### src/cfp_pkg.sv
// ----------------------------------------------------------------------------
// cfp_pkg
// Shared types, constants and the CRC-8 byte update for the frame parser.
// ----------------------------------------------------------------------------
package cfp_pkg;

  // Field widths
  localparam int BYTE_W = 8;
  localparam int LEN_W  = 6;
  localparam int IDLE_W = 16;
  localparam int KIND_W = 2;

  // APB register port
  localparam int ADDR_W = 4;
  localparam int DATA_W = 32;

  // Register indexes (word address bits)
  localparam logic [1:0] REG_SYNC    = 2'd0;
  localparam logic [1:0] REG_LIMIT   = 2'd1;
  localparam logic [1:0] REG_TIMEOUT = 2'd2;

  // Register reset values
  localparam logic [BYTE_W-1:0] SYNC_RST    = 8'hAA;
  localparam logic [LEN_W-1:0]  LIMIT_RST   = 6'd32;
  localparam logic [IDLE_W-1:0] TIMEOUT_RST = 16'd500;

  // Line noise dropped while hunting
  localparam logic [BYTE_W-1:0] NOISE_LO = 8'h00;
  localparam logic [BYTE_W-1:0] NOISE_HI = 8'hFF;

  // CRC-8, MSB first
  localparam logic [BYTE_W-1:0] CRC_POLY = 8'h07;

  // Result kinds
  localparam logic [KIND_W-1:0] KIND_HEADER  = 2'd0;
  localparam logic [KIND_W-1:0] KIND_PAYLOAD = 2'd1;
  localparam logic [KIND_W-1:0] KIND_CRC_ERR = 2'd2;

  // Configuration registers as seen by the datapath
  typedef struct packed {
    logic [BYTE_W-1:0] sync_value;
    logic [LEN_W-1:0]  length_limit;
    logic [IDLE_W-1:0] gap_timeout;
  } cfp_cfg_t;

  // Parser / drain sequencer
  typedef enum logic [6:0] {
    ST_HUNT = 7'b0000001,
    ST_LEN  = 7'b0000010,
    ST_CMD  = 7'b0000100,
    ST_PAY  = 7'b0001000,
    ST_CRC  = 7'b0010000,
    ST_RD   = 7'b0100000,
    ST_DATA = 7'b1000000
  } state_t;

  // One byte through the CRC-8 shift register
  function automatic logic [BYTE_W-1:0] crc8_update(input logic [BYTE_W-1:0] crc,
                                                    input logic [BYTE_W-1:0] data);
    logic [BYTE_W-1:0] c;
    c = crc ^ data;
    for (int i = 0; i < BYTE_W; i++) begin
      c = c[BYTE_W-1] ? ((c << 1) ^ CRC_POLY) : (c << 1);
    end
    return c;
  endfunction

endpackage

### src/cfp_in_if.sv
// ----------------------------------------------------------------------------
// cfp_in_if
// Input channel: received bytes and millisecond ticks.
// ----------------------------------------------------------------------------
interface cfp_in_if;
  import cfp_pkg::*;

  logic              valid;
  logic              ready;
  logic              req_type;
  logic [BYTE_W-1:0] rx_byte;

  modport source (output valid, req_type, rx_byte, input ready);
  modport sink   (input valid, req_type, rx_byte, output ready);
endinterface

### src/cfp_out_if.sv
// ----------------------------------------------------------------------------
// cfp_out_if
// Result channel: frame header, payload bytes and CRC errors.
// ----------------------------------------------------------------------------
interface cfp_out_if;
  import cfp_pkg::*;

  logic              valid;
  logic              ready;
  logic [KIND_W-1:0] item_kind;
  logic [BYTE_W-1:0] value;
  logic [LEN_W-1:0]  frame_length;
  logic              last;

  modport source (output valid, item_kind, value, frame_length, last, input ready);
  modport sink   (input valid, item_kind, value, frame_length, last, output ready);
endinterface

### src/cfp_regs.sv
// ----------------------------------------------------------------------------
// cfp_regs
// APB register file: sync byte, payload length limit and gap timeout.
// ----------------------------------------------------------------------------
module cfp_regs (
  input  logic                        clk,
  input  logic                        rst_n,
  input  logic                        psel,
  input  logic                        penable,
  input  logic                        pwrite,
  input  logic [cfp_pkg::ADDR_W-1:0]  paddr,
  input  logic [cfp_pkg::DATA_W-1:0]  pwdata,
  output logic [cfp_pkg::DATA_W-1:0]  prdata,
  output logic                        pready,
  output cfp_pkg::cfp_cfg_t           cfg
);
  import cfp_pkg::*;

  cfp_cfg_t   cfg_r, cfg_nxt;
  logic       wr_en;
  logic [1:0] reg_idx;

  assign pready  = 1'b1;
  assign wr_en   = psel && penable && pwrite && pready;
  assign reg_idx = paddr[3:2];
  assign cfg     = cfg_r;

  // Write decode
  always_comb begin
    cfg_nxt = cfg_r;
    if (wr_en) begin
      unique case (reg_idx)
        REG_SYNC:    cfg_nxt.sync_value   = pwdata[BYTE_W-1:0];
        REG_LIMIT:   cfg_nxt.length_limit = pwdata[LEN_W-1:0];
        REG_TIMEOUT: cfg_nxt.gap_timeout  = pwdata[IDLE_W-1:0];
        default:     cfg_nxt = cfg_r;
      endcase
    end
  end

  always_ff @(posedge clk) begin
    if (!rst_n) begin
      cfg_r.sync_value   <= SYNC_RST;
      cfg_r.length_limit <= LIMIT_RST;
      cfg_r.gap_timeout  <= TIMEOUT_RST;
    end else begin
      cfg_r <= cfg_nxt;
    end
  end

  // Read mux
  always_comb begin
    unique case (reg_idx)
      REG_SYNC:    prdata = DATA_W'(cfg_r.sync_value);
      REG_LIMIT:   prdata = DATA_W'(cfg_r.length_limit);
      REG_TIMEOUT: prdata = DATA_W'(cfg_r.gap_timeout);
      default:     prdata = '0;
    endcase
  end

endmodule

### src/crc8_frame_parser.sv
// ----------------------------------------------------------------------------
// crc8_frame_parser
// Deframes sync / length / command / payload / CRC-8 frames from a byte
// stream with millisecond ticks; a good frame comes out as a header word
// and its payload words from the payload store, a bad CRC as an error word.
// ----------------------------------------------------------------------------
//  channel   direction  handshake          word
//  in_ch     in         valid/ready        req_type, rx_byte
//  out_ch    out        valid/ready        item_kind, value, frame_length, last
//  APB       in/out     psel/penable       sync_value, length_limit, gap_timeout
//
//  A byte or tick is accepted whenever in_ch.valid is high while parsing.
//  A good CRC loads the header; each payload word is then read from the
//  store in ST_RD and loaded into the output register in ST_DATA, which
//  waits for a free output register; input is held off during the drain.
//  The CRC byte waits until the output register is empty.
//  Reset is synchronous and clears control state; the payload store is not
//  cleared.
// ----------------------------------------------------------------------------
module crc8_frame_parser #(
  parameter int MAX_PAYLOAD = 32
) (
  input  logic                        clk,
  input  logic                        rst_n,
  cfp_in_if.sink                      in_ch,
  cfp_out_if.source                   out_ch,
  input  logic                        psel,
  input  logic                        penable,
  input  logic                        pwrite,
  input  logic [cfp_pkg::ADDR_W-1:0]  paddr,
  input  logic [cfp_pkg::DATA_W-1:0]  pwdata,
  output logic [cfp_pkg::DATA_W-1:0]  prdata,
  output logic                        pready
);
  import cfp_pkg::*;

  localparam int         AW   = (MAX_PAYLOAD > 1) ? $clog2(MAX_PAYLOAD) : 1;
  localparam logic [8:0] MAXP = 9'(MAX_PAYLOAD);

  cfp_cfg_t cfg;

  cfp_regs u_regs (
    .clk     (clk),
    .rst_n   (rst_n),
    .psel    (psel),
    .penable (penable),
    .pwrite  (pwrite),
    .paddr   (paddr),
    .pwdata  (pwdata),
    .prdata  (prdata),
    .pready  (pready),
    .cfg     (cfg)
  );

  // Parser state
  state_t            state_r, state_nxt;
  logic [LEN_W-1:0]  cnt_r, cnt_nxt;
  logic [LEN_W-1:0]  exp_len_r, exp_len_nxt;
  logic [BYTE_W-1:0] cmd_r, cmd_nxt;
  logic [BYTE_W-1:0] crc_r, crc_nxt;
  logic [IDLE_W-1:0] idle_r, idle_nxt;
  logic [LEN_W-1:0]  drain_idx_r, drain_idx_nxt;

  // Payload store and its registered read port
  logic [BYTE_W-1:0] payload_mem_r [MAX_PAYLOAD];
  logic [BYTE_W-1:0] rd_data_r;
  logic              mem_we;

  // Output register
  logic              out_valid_r, out_valid_nxt;
  logic [KIND_W-1:0] out_kind_r, out_kind_nxt;
  logic [BYTE_W-1:0] out_value_r, out_value_nxt;
  logic [LEN_W-1:0]  out_len_r, out_len_nxt;
  logic              out_last_r, out_last_nxt;

  logic              in_ready, in_fire, out_free, noise, drain_last;
  logic [BYTE_W-1:0] rx;
  logic [8:0]        limit9;
  logic [IDLE_W-1:0] idle_inc;
  logic [LEN_W-1:0]  cnt_inc;

  assign rx       = in_ch.rx_byte;
  assign noise    = (rx == NOISE_LO) || (rx == NOISE_HI);
  assign in_ready = (state_r == ST_HUNT) || (state_r == ST_LEN) || (state_r == ST_CMD) ||
                    (state_r == ST_PAY)  || ((state_r == ST_CRC) && !out_valid_r);
  assign in_fire  = in_ch.valid && in_ready;
  assign out_free = !out_valid_r || out_ch.ready;

  assign limit9     = ({3'b0, cfg.length_limit} < MAXP) ? {3'b0, cfg.length_limit} : MAXP;
  assign idle_inc   = (idle_r == '1) ? idle_r : idle_r + 1'b1;
  assign cnt_inc    = cnt_r + 1'b1;
  assign drain_last = (drain_idx_r + 1'b1) == exp_len_r;

  assign in_ch.ready         = in_ready;
  assign out_ch.valid        = out_valid_r;
  assign out_ch.item_kind    = out_kind_r;
  assign out_ch.value        = out_value_r;
  assign out_ch.frame_length = out_len_r;
  assign out_ch.last         = out_last_r;

  // Next state: byte/tick parsing and frame drain
  always_comb begin
    state_nxt     = state_r;
    cnt_nxt       = cnt_r;
    exp_len_nxt   = exp_len_r;
    cmd_nxt       = cmd_r;
    crc_nxt       = crc_r;
    idle_nxt      = idle_r;
    drain_idx_nxt = drain_idx_r;
    mem_we        = 1'b0;
    out_valid_nxt = out_valid_r && !out_ch.ready;
    out_kind_nxt  = out_kind_r;
    out_value_nxt = out_value_r;
    out_len_nxt   = out_len_r;
    out_last_nxt  = out_last_r;

    if (in_fire) begin
      if (in_ch.req_type) begin
        // tick: gap timer, resync mid-frame
        idle_nxt = idle_inc;
        if ((state_r != ST_HUNT) && (idle_inc > cfg.gap_timeout)) begin
          state_nxt = ST_HUNT;
          idle_nxt  = '0;
        end
      end else if (!((state_r == ST_HUNT) && noise)) begin
        idle_nxt = '0;
        unique case (state_r)
          ST_LEN: begin
            if ({1'b0, rx} > limit9) begin
              state_nxt = ST_HUNT;
            end else begin
              exp_len_nxt = rx[LEN_W-1:0];
              state_nxt   = ST_CMD;
            end
          end
          ST_CMD: begin
            cmd_nxt   = rx;
            crc_nxt   = crc8_update('0, rx);
            cnt_nxt   = '0;
            state_nxt = (exp_len_r == '0) ? ST_CRC : ST_PAY;
          end
          ST_PAY: begin
            mem_we  = {3'b0, cnt_r} < MAXP;
            cnt_nxt = cnt_inc;
            crc_nxt = crc8_update(crc_r, rx);
            if (cnt_inc >= exp_len_r) begin
              state_nxt = ST_CRC;
            end
          end
          ST_CRC: begin
            state_nxt     = ST_HUNT;
            out_valid_nxt = 1'b1;
            out_len_nxt   = exp_len_r;
            if (crc_r != rx) begin
              out_kind_nxt  = KIND_CRC_ERR;
              out_value_nxt = '0;
              out_last_nxt  = 1'b1;
            end else begin
              out_kind_nxt  = KIND_HEADER;
              out_value_nxt = cmd_r;
              out_last_nxt  = (exp_len_r == '0);
              if (exp_len_r != '0) begin
                state_nxt     = ST_RD;
                drain_idx_nxt = '0;
              end
            end
          end
          default: begin
            state_nxt = ST_HUNT;
            if (rx == cfg.sync_value) begin
              state_nxt   = ST_LEN;
              exp_len_nxt = '0;
              cnt_nxt     = '0;
            end
          end
        endcase
      end
    end

    // drain: read issued in ST_RD, word loaded in ST_DATA
    if (state_r == ST_RD) begin
      state_nxt = ST_DATA;
    end else if ((state_r == ST_DATA) && out_free) begin
      out_valid_nxt = 1'b1;
      out_kind_nxt  = KIND_PAYLOAD;
      out_value_nxt = rd_data_r;
      out_len_nxt   = exp_len_r;
      out_last_nxt  = drain_last;
      drain_idx_nxt = drain_idx_r + 1'b1;
      state_nxt     = drain_last ? ST_HUNT : ST_RD;
    end
  end

  // Control and parser registers
  always_ff @(posedge clk) begin
    if (!rst_n) begin
      state_r     <= ST_HUNT;
      cnt_r       <= '0;
      exp_len_r   <= '0;
      cmd_r       <= '0;
      crc_r       <= '0;
      idle_r      <= '0;
      drain_idx_r <= '0;
      out_valid_r <= 1'b0;
    end else begin
      state_r     <= state_nxt;
      cnt_r       <= cnt_nxt;
      exp_len_r   <= exp_len_nxt;
      cmd_r       <= cmd_nxt;
      crc_r       <= crc_nxt;
      idle_r      <= idle_nxt;
      drain_idx_r <= drain_idx_nxt;
      out_valid_r <= out_valid_nxt;
    end
  end

  // Output word
  always_ff @(posedge clk) begin
    out_kind_r  <= out_kind_nxt;
    out_value_r <= out_value_nxt;
    out_len_r   <= out_len_nxt;
    out_last_r  <= out_last_nxt;
  end

  // Payload store: one write port, one registered read port
  always_ff @(posedge clk) begin
    if (mem_we) begin
      payload_mem_r[AW'(cnt_r)] <= rx;
    end
    if (state_r == ST_RD) begin
      rd_data_r <= payload_mem_r[AW'(drain_idx_r)];
    end
  end

  // Checks
  a_crc_gives_result: assert property (@(posedge clk) disable iff (!rst_n)
    in_fire && !in_ch.req_type && (state_r == ST_CRC) |=> out_valid_r)
    else $error("CRC byte accepted without a result word");

  a_store_write_in_range: assert property (@(posedge clk) disable iff (!rst_n)
    mem_we |-> ({3'b0, cnt_r} < MAXP) && (cnt_r < exp_len_r))
    else $error("payload store written outside the frame");

  a_drain_in_frame: assert property (@(posedge clk) disable iff (!rst_n)
    (state_r == ST_RD) || (state_r == ST_DATA) |-> drain_idx_r < exp_len_r)
    else $error("drain index beyond frame length");

  a_idle_cleared: assert property (@(posedge clk) disable iff (!rst_n)
    in_fire && !in_ch.req_type && !((state_r == ST_HUNT) && noise) |=> idle_r == '0)
    else $error("gap timer not cleared by a received byte");

endmodule
### src/flat_wrapper.sv
// flat-port wrapper written by rule: the top's interface ports become plain ports
module crc8_frame_parser_flat import cfp_pkg::*;
#(
  parameter int MAX_PAYLOAD = 32
)
  (clk, rst_n, psel, penable, pwrite, paddr, pwdata, prdata, pready, in_ch_valid, in_ch_req_type, in_ch_rx_byte, in_ch_ready, out_ch_valid, out_ch_item_kind, out_ch_value, out_ch_frame_length, out_ch_last, out_ch_ready);
  cfp_in_if in_ch_i ();
  cfp_out_if out_ch_i ();
  input  logic clk;
  input  logic rst_n;
  input  logic psel;
  input  logic penable;
  input  logic pwrite;
  input  logic [cfp_pkg::ADDR_W-1:0] paddr;
  input  logic [cfp_pkg::DATA_W-1:0] pwdata;
  output logic [cfp_pkg::DATA_W-1:0] prdata;
  output logic pready;
  input wire logic [$bits(in_ch_i.valid)-1:0] in_ch_valid;
  input wire logic [$bits(in_ch_i.req_type)-1:0] in_ch_req_type;
  input wire logic [$bits(in_ch_i.rx_byte)-1:0] in_ch_rx_byte;
  output wire logic [$bits(in_ch_i.ready)-1:0] in_ch_ready;
  output wire logic [$bits(out_ch_i.valid)-1:0] out_ch_valid;
  output wire logic [$bits(out_ch_i.item_kind)-1:0] out_ch_item_kind;
  output wire logic [$bits(out_ch_i.value)-1:0] out_ch_value;
  output wire logic [$bits(out_ch_i.frame_length)-1:0] out_ch_frame_length;
  output wire logic [$bits(out_ch_i.last)-1:0] out_ch_last;
  input wire logic [$bits(out_ch_i.ready)-1:0] out_ch_ready;
  assign in_ch_i.valid = in_ch_valid;
  assign in_ch_i.req_type = in_ch_req_type;
  assign in_ch_i.rx_byte = in_ch_rx_byte;
  assign in_ch_ready = in_ch_i.ready;
  assign out_ch_valid = out_ch_i.valid;
  assign out_ch_item_kind = out_ch_i.item_kind;
  assign out_ch_value = out_ch_i.value;
  assign out_ch_frame_length = out_ch_i.frame_length;
  assign out_ch_last = out_ch_i.last;
  assign out_ch_i.ready = out_ch_ready;
  crc8_frame_parser #(.MAX_PAYLOAD(MAX_PAYLOAD)) u_core (.clk(clk), .rst_n(rst_n), .in_ch(in_ch_i), .out_ch(out_ch_i), .psel(psel), .penable(penable), .pwrite(pwrite), .paddr(paddr), .pwdata(pwdata), .prdata(prdata), .pready(pready));
endmodule
### config.mk
export PLATFORM = sky130hd
export DESIGN_NAME = crc8_frame_parser_flat
export DESIGN_NICKNAME = d
export VERILOG_FILES = /design/src/cfp_pkg.sv /design/src/cfp_in_if.sv /design/src/cfp_out_if.sv /design/src/cfp_regs.sv /design/src/crc8_frame_parser.sv /design/src/flat_wrapper.sv
export SDC_FILE = /design/constraint.sdc
export NUM_CORES = 1
export LEC_CHECK = 0
export ABC_AREA = 0
export BUFFER_PORTS_ARGS = -buffer_cell sky130_fd_sc_hd__buf_2
export CORE_MARGIN = 2
export CORE_UTILIZATION = 55
export CTS_CLUSTER_DIAMETER = 60
export DETAILED_ROUTE_END_ITERATION = 7
export PLACE_DENSITY_LB_ADDON = 0.08
export SLEW_MARGIN = 20
export SYNTH_ARGS = -nofsm -noshare
export SYNTH_HDL_FRONTEND = slang
export SYNTH_HIERARCHICAL = 1
export SYNTH_SLANG_ARGS = --single-unit
### constraint.sdc
create_clock -name clk -period 4.3 [get_ports clk]
set_input_delay 0.43 -clock clk [delete_from_list [all_inputs] [get_ports clk]]
set_output_delay 0.43 -clock clk [all_outputs]
set_load 0.03 [all_outputs]
==> impl_metrics.py <==
metrics = {
    "routing": {
        "drt_iter0_drc": 1100,
        "drt_first_pass_iters": 6,
        "wl_um": 40500,
        "wl_per_cell_um": 22.5,
        "ant_nets": 0,
        "drc": 0,
        "viasPerCell": 5.92,
        "num_vias": 10678,
    },
    "synth": {
        "synth_top_area_share": 0.465,
        "netlist_area_um2": 17100,
        "synthArstFlopShare": 0,
        "synth_flop_cell": "edfxtp_1",
        "syn_avg_cell_area_um2": 13.4,
        "yosysTopAreaCell": "edfxtp_1",
        "synth_commonest_cells": "edfxtp_1, dfxtp_1, nand2_1",
        "yosysMostFrequentCell": "edfxtp_1",
        "syn_inst": 1274,
        "ys_warn_count": 6,
        "yosysUniqueCellTypes": 77,
        "synth.area.top_cells": "edfxtp_1, dfxtp_1, mux4_2",
        "ys_seq_area_frac": 0.588,
        "yosys_register_bits": 369,
        "synth_edf_count": 264,
    },
    "pwr": {
        "powerDensity_nw_per_um2": 414,
        "p_sw_frac": 0.212,
        "intPower_w": 0.00638,
        "p_seq_frac": 0.473,
        "leakagePower_nw": 6.89,
        "power_switching_w": 0.00171,
        "p_clk_frac": 0.488,
        "combPwrFrac": 0.039,
        "peakVddDrop_mv": 0.384,
    },
    "clock_network": {
        "cts_made_buffers": 42,
        "cts-root-buf": "clkbuf_16",
        "tritoncts": "yes",
        "clk_pin_slew_worst_paths_ns": 0.06,
        "htreeDepth": 2,
        "insertion_delay_ns": 0.56,
        "ctsHoldBuffers": 0,
        "post_cts_resized": 0,
        "cts_sinks": 369,
        "clockBufferDepth": 3,
        "cts_setup_buffers": 0,
    },
    "timing": {
        "finalSetupTns_ns": 0,
        "relSlewSlack": 0.317,
        "setup_slack_ns": 0.180,
        "skew_ns": 0.0245,
        "max_freq_mhz": 243,
        "worst_slew_pin_slew_ns": 1.02,
        "finalHoldViolations": 0,
        "slew_violations": 0,
        "finalWorstPathRequiredPeriod_ns": 4.12,
        "period_share": 0.958,
        "setup_viol": 0,
        "rsz0062_at_grt": "false",
    },
    "setup_path": {
        "start_kind": "flop",
        "timing.rr.start": "u_core/idle_r[0]",
        "cp-end-kind": "flop",
        "worstRegToRegCells": 14,
        "path_class": "flop to flop",
        "crit_required_ns": 4.77,
        "r2r_setup_slack_ns": 0.18,
        "crit_fanout": 27,
        "arrival_ns": 4.59,
        "regToRegEndpoint": "u_core/state_r[4]",
    },
    "die": {
        "die_area_um2": 32500,
        "ios": 104,
        "die_h_um": 180,
        "core.rowCount": 64,
        "core-area_um2": 30600,
        "die_width_um": 180,
        "initial_utilization": 0.558,
    },
    "placed_design": {
        "pre_cts_ws_ns": 0.226,
        "dp_hpwl_um": 27100,
        "gp_congestion": 0.855,
        "portBuffers": 68,
    },
    "layout": {
        "drive_gt1_frac": 0.220,
        "n_fill_cell": 2315,
        "area_growth_pct": 14.6,
        "fin_nets": 1468,
    },
    "status": {
        "outcome": "finished clean",
    },
    "global_route": {
        "grt_pass1_wl_um": 61900,
        "grt_overflow_total": 0,
        "grt_max_degree": 60,
        "antenna_found_initial": 1,
        "grt_usage": 0.248,
        "grt_pass1_vias": 10611,
    },
    "worst_hold_path": {
        "min-delay-path-class": "input pin to flop",
        "min-delay-start": "pwdata[10]",
        "holdPathEnd": "u_core/u_regs/cfg[10]",
        "holdPathStages": 3,
    },
    "job": {
        "drv_cap": 0,
    },
}
## how the worst max path moves through the flow
stage | startpoint | end | slack [ns] | depth (start not counted)
6_report | u_core/idle_r[0] | u_core/state_r[4] | 0.18 | 14
5_1_grt | u_core/idle_r[0] | u_core/idle_r[0] | 0.01 | 14
4_1_cts | u_core/idle_r[0] | u_core/state_r[4] | 0.20 | 14
3_5_place_dp | u_core/idle_r[0] | u_core/state_r[4] | 0.23 | 14
3_3_place_gp | u_core/idle_r[0] | u_core/state_r[4] | 0.24 | 14
2_1_floorplan | u_core/idle_r[0] | u_core/state_r[0] | 0.56 | 16
## final cells by class
| cell class | instances | area, um^2 | area share |
|---|---|---|---|
| Antenna cell | 1 | 2.50 | 0.000128 |
| Clock buffer | 48 | 1100 | 0.0564 |
| Clock inverter | 30 | 450 | 0.0230 |
| Inverter | 48 | 180 | 0.00921 |
| Multi-Input combinational cell | 784 | 6470 | 0.331 |
| Sequential cell | 369 | 10000 | 0.513 |
| Tap cell | 396 | 495 | 0.0253 |
| Timing Repair Buffer | 128 | 828 | 0.0423 |
## sequential cells by signal, summed over array words and instances, names as in the netlist
| register | count |
|---|---|
| u_core/cmd_r | 8 |
| u_core/cnt_r | 6 |
| u_core/crc_r | 8 |
| u_core/drain_idx_r | 6 |
| u_core/exp_len_r | 6 |
| u_core/idle_r | 16 |
| u_core/out_ch.frame_length | 6 |
| u_core/out_ch.item_kind | 2 |
| u_core/out_ch.last | 1 |
| u_core/out_ch.valid | 1 |
| u_core/out_ch.value | 8 |
| u_core/payload_mem_r | 256 |
| u_core/rd_data_r | 8 |
| u_core/state_r | 7 |
| u_core/u_regs/cfg | 30 |
## layer usage
metal  track usage  vias to the layer above  wire (um)  part of all wire
met3        0.0356                       59       2000             0.049
met5             0                        -          0                 0
met1         0.345                     5360      18000              0.44
met2         0.410                      302      19500              0.48
li1              -                     4957          -                 -
met4        0.0739                        0       1040             0.026
## power by group through the flow
stage                     Combinational, W  Clock, W  Sequential [W]
after floorplan                   0.000192         0         0.00391
after global placement            0.000312         0         0.00390
after detailed placement          0.000319         0         0.00390
after CTS                         0.000320   0.00400         0.00383
after global routing              0.000346   0.00416         0.00383
final                             0.000319   0.00394         0.00383
## stage by stage
step | hold WS, ns | cells | total power (W) | area, um^2 | util
6_report | 0.142 | 1804 | 0.00809 | 19600 | 0.640
5_1_grt | 0.139 | 1803 | 0.00833 | 19600 | 0.639
4_1_cts | 0.128 | 1803 | 0.00815 | 19600 | 0.639
3_5_place_dp | 0.437 | 1725 | 0.00422 | 18000 | 0.589
3_3_place_gp | 0.429 | 1725 | 0.00421 | 18000 | 0.589
2_1_floorplan | 0.418 | 1289 | 0.00411 | 17100 | -
## critical path: stages (launching register included)
cell and delay, ns:
dfxtp_1 0.42, ha_1 0.24, inv_1 0.07, or4_4 0.57
or2_1 0.34, and3_4 0.22, xor2_1 0.16, ha_1 0.31
nand4_1 0.08, or4_1 0.43, a21o_1 0.17, a32o_1 0.31
buf_12 0.20, or3_1 0.36, a21oi_1 0.13
## logic make-up (layout without fill, tap and decap cells)
family	after synthesis	count (layout)	synth area share
DFF	369	369	0.588
and+or+nand+nor	357	357	0.106
AOI/OAI and AO/OA	164	164	0.0642
muxes	137	137	0.140
buffers and inverters	136	254	0.0365
xor gates and xnor gates	66	66	0.0339
adders and majority gates	43	43	0.0315
other	2	18	0.000440
## cells in the final DEF, fill, tap and decap left out, types with 7 or more instances in the layout
| master | synthesis | routed |
|---|---|---|
| edfxtp_1 | 264 | 264 |
| dfxtp_1 | 105 | 103 |
| nand2_1 | 102 | 102 |
| nor2_1 | 92 | 92 |
| mux4_2 | 80 | 80 |
| buf_2 | 11 | 68 |
| buf_4 | 20 | 57 |
| inv_1 | 48 | 48 |
| o21ai_0 | 43 | 43 |
| mux2i_1 | 43 | 43 |
| ha_1 | 43 | 43 |
| clkbuf_16 | 0 | 42 |
| xnor2_1 | 42 | 42 |
| a21oi_1 | 34 | 34 |
| nand3_1 | 31 | 31 |
| xor2_1 | 24 | 24 |
| nor2b_1 | 23 | 23 |
| nand4_1 | 20 | 20 |
| a31oi_1 | 19 | 19 |
| and2_1 | 17 | 17 |
| conb_1 | 2 | 17 |
| mux2_2 | 14 | 14 |
| nand3b_1 | 11 | 11 |
| bufinv_16 | 0 | 10 |
| clkinv_2 | 0 | 9 |
| nor3_1 | 9 | 9 |
| a211oi_1 | 8 | 8 |
| o211ai_1 | 8 | 8 |
| a32oi_1 | 8 | 8 |
| o31ai_1 | 7 | 7 |
| or3_1 | 7 | 7 |
| nand2b_1 | 7 | 7 |
No activity file was read; power rests on OpenSTA's default activity.
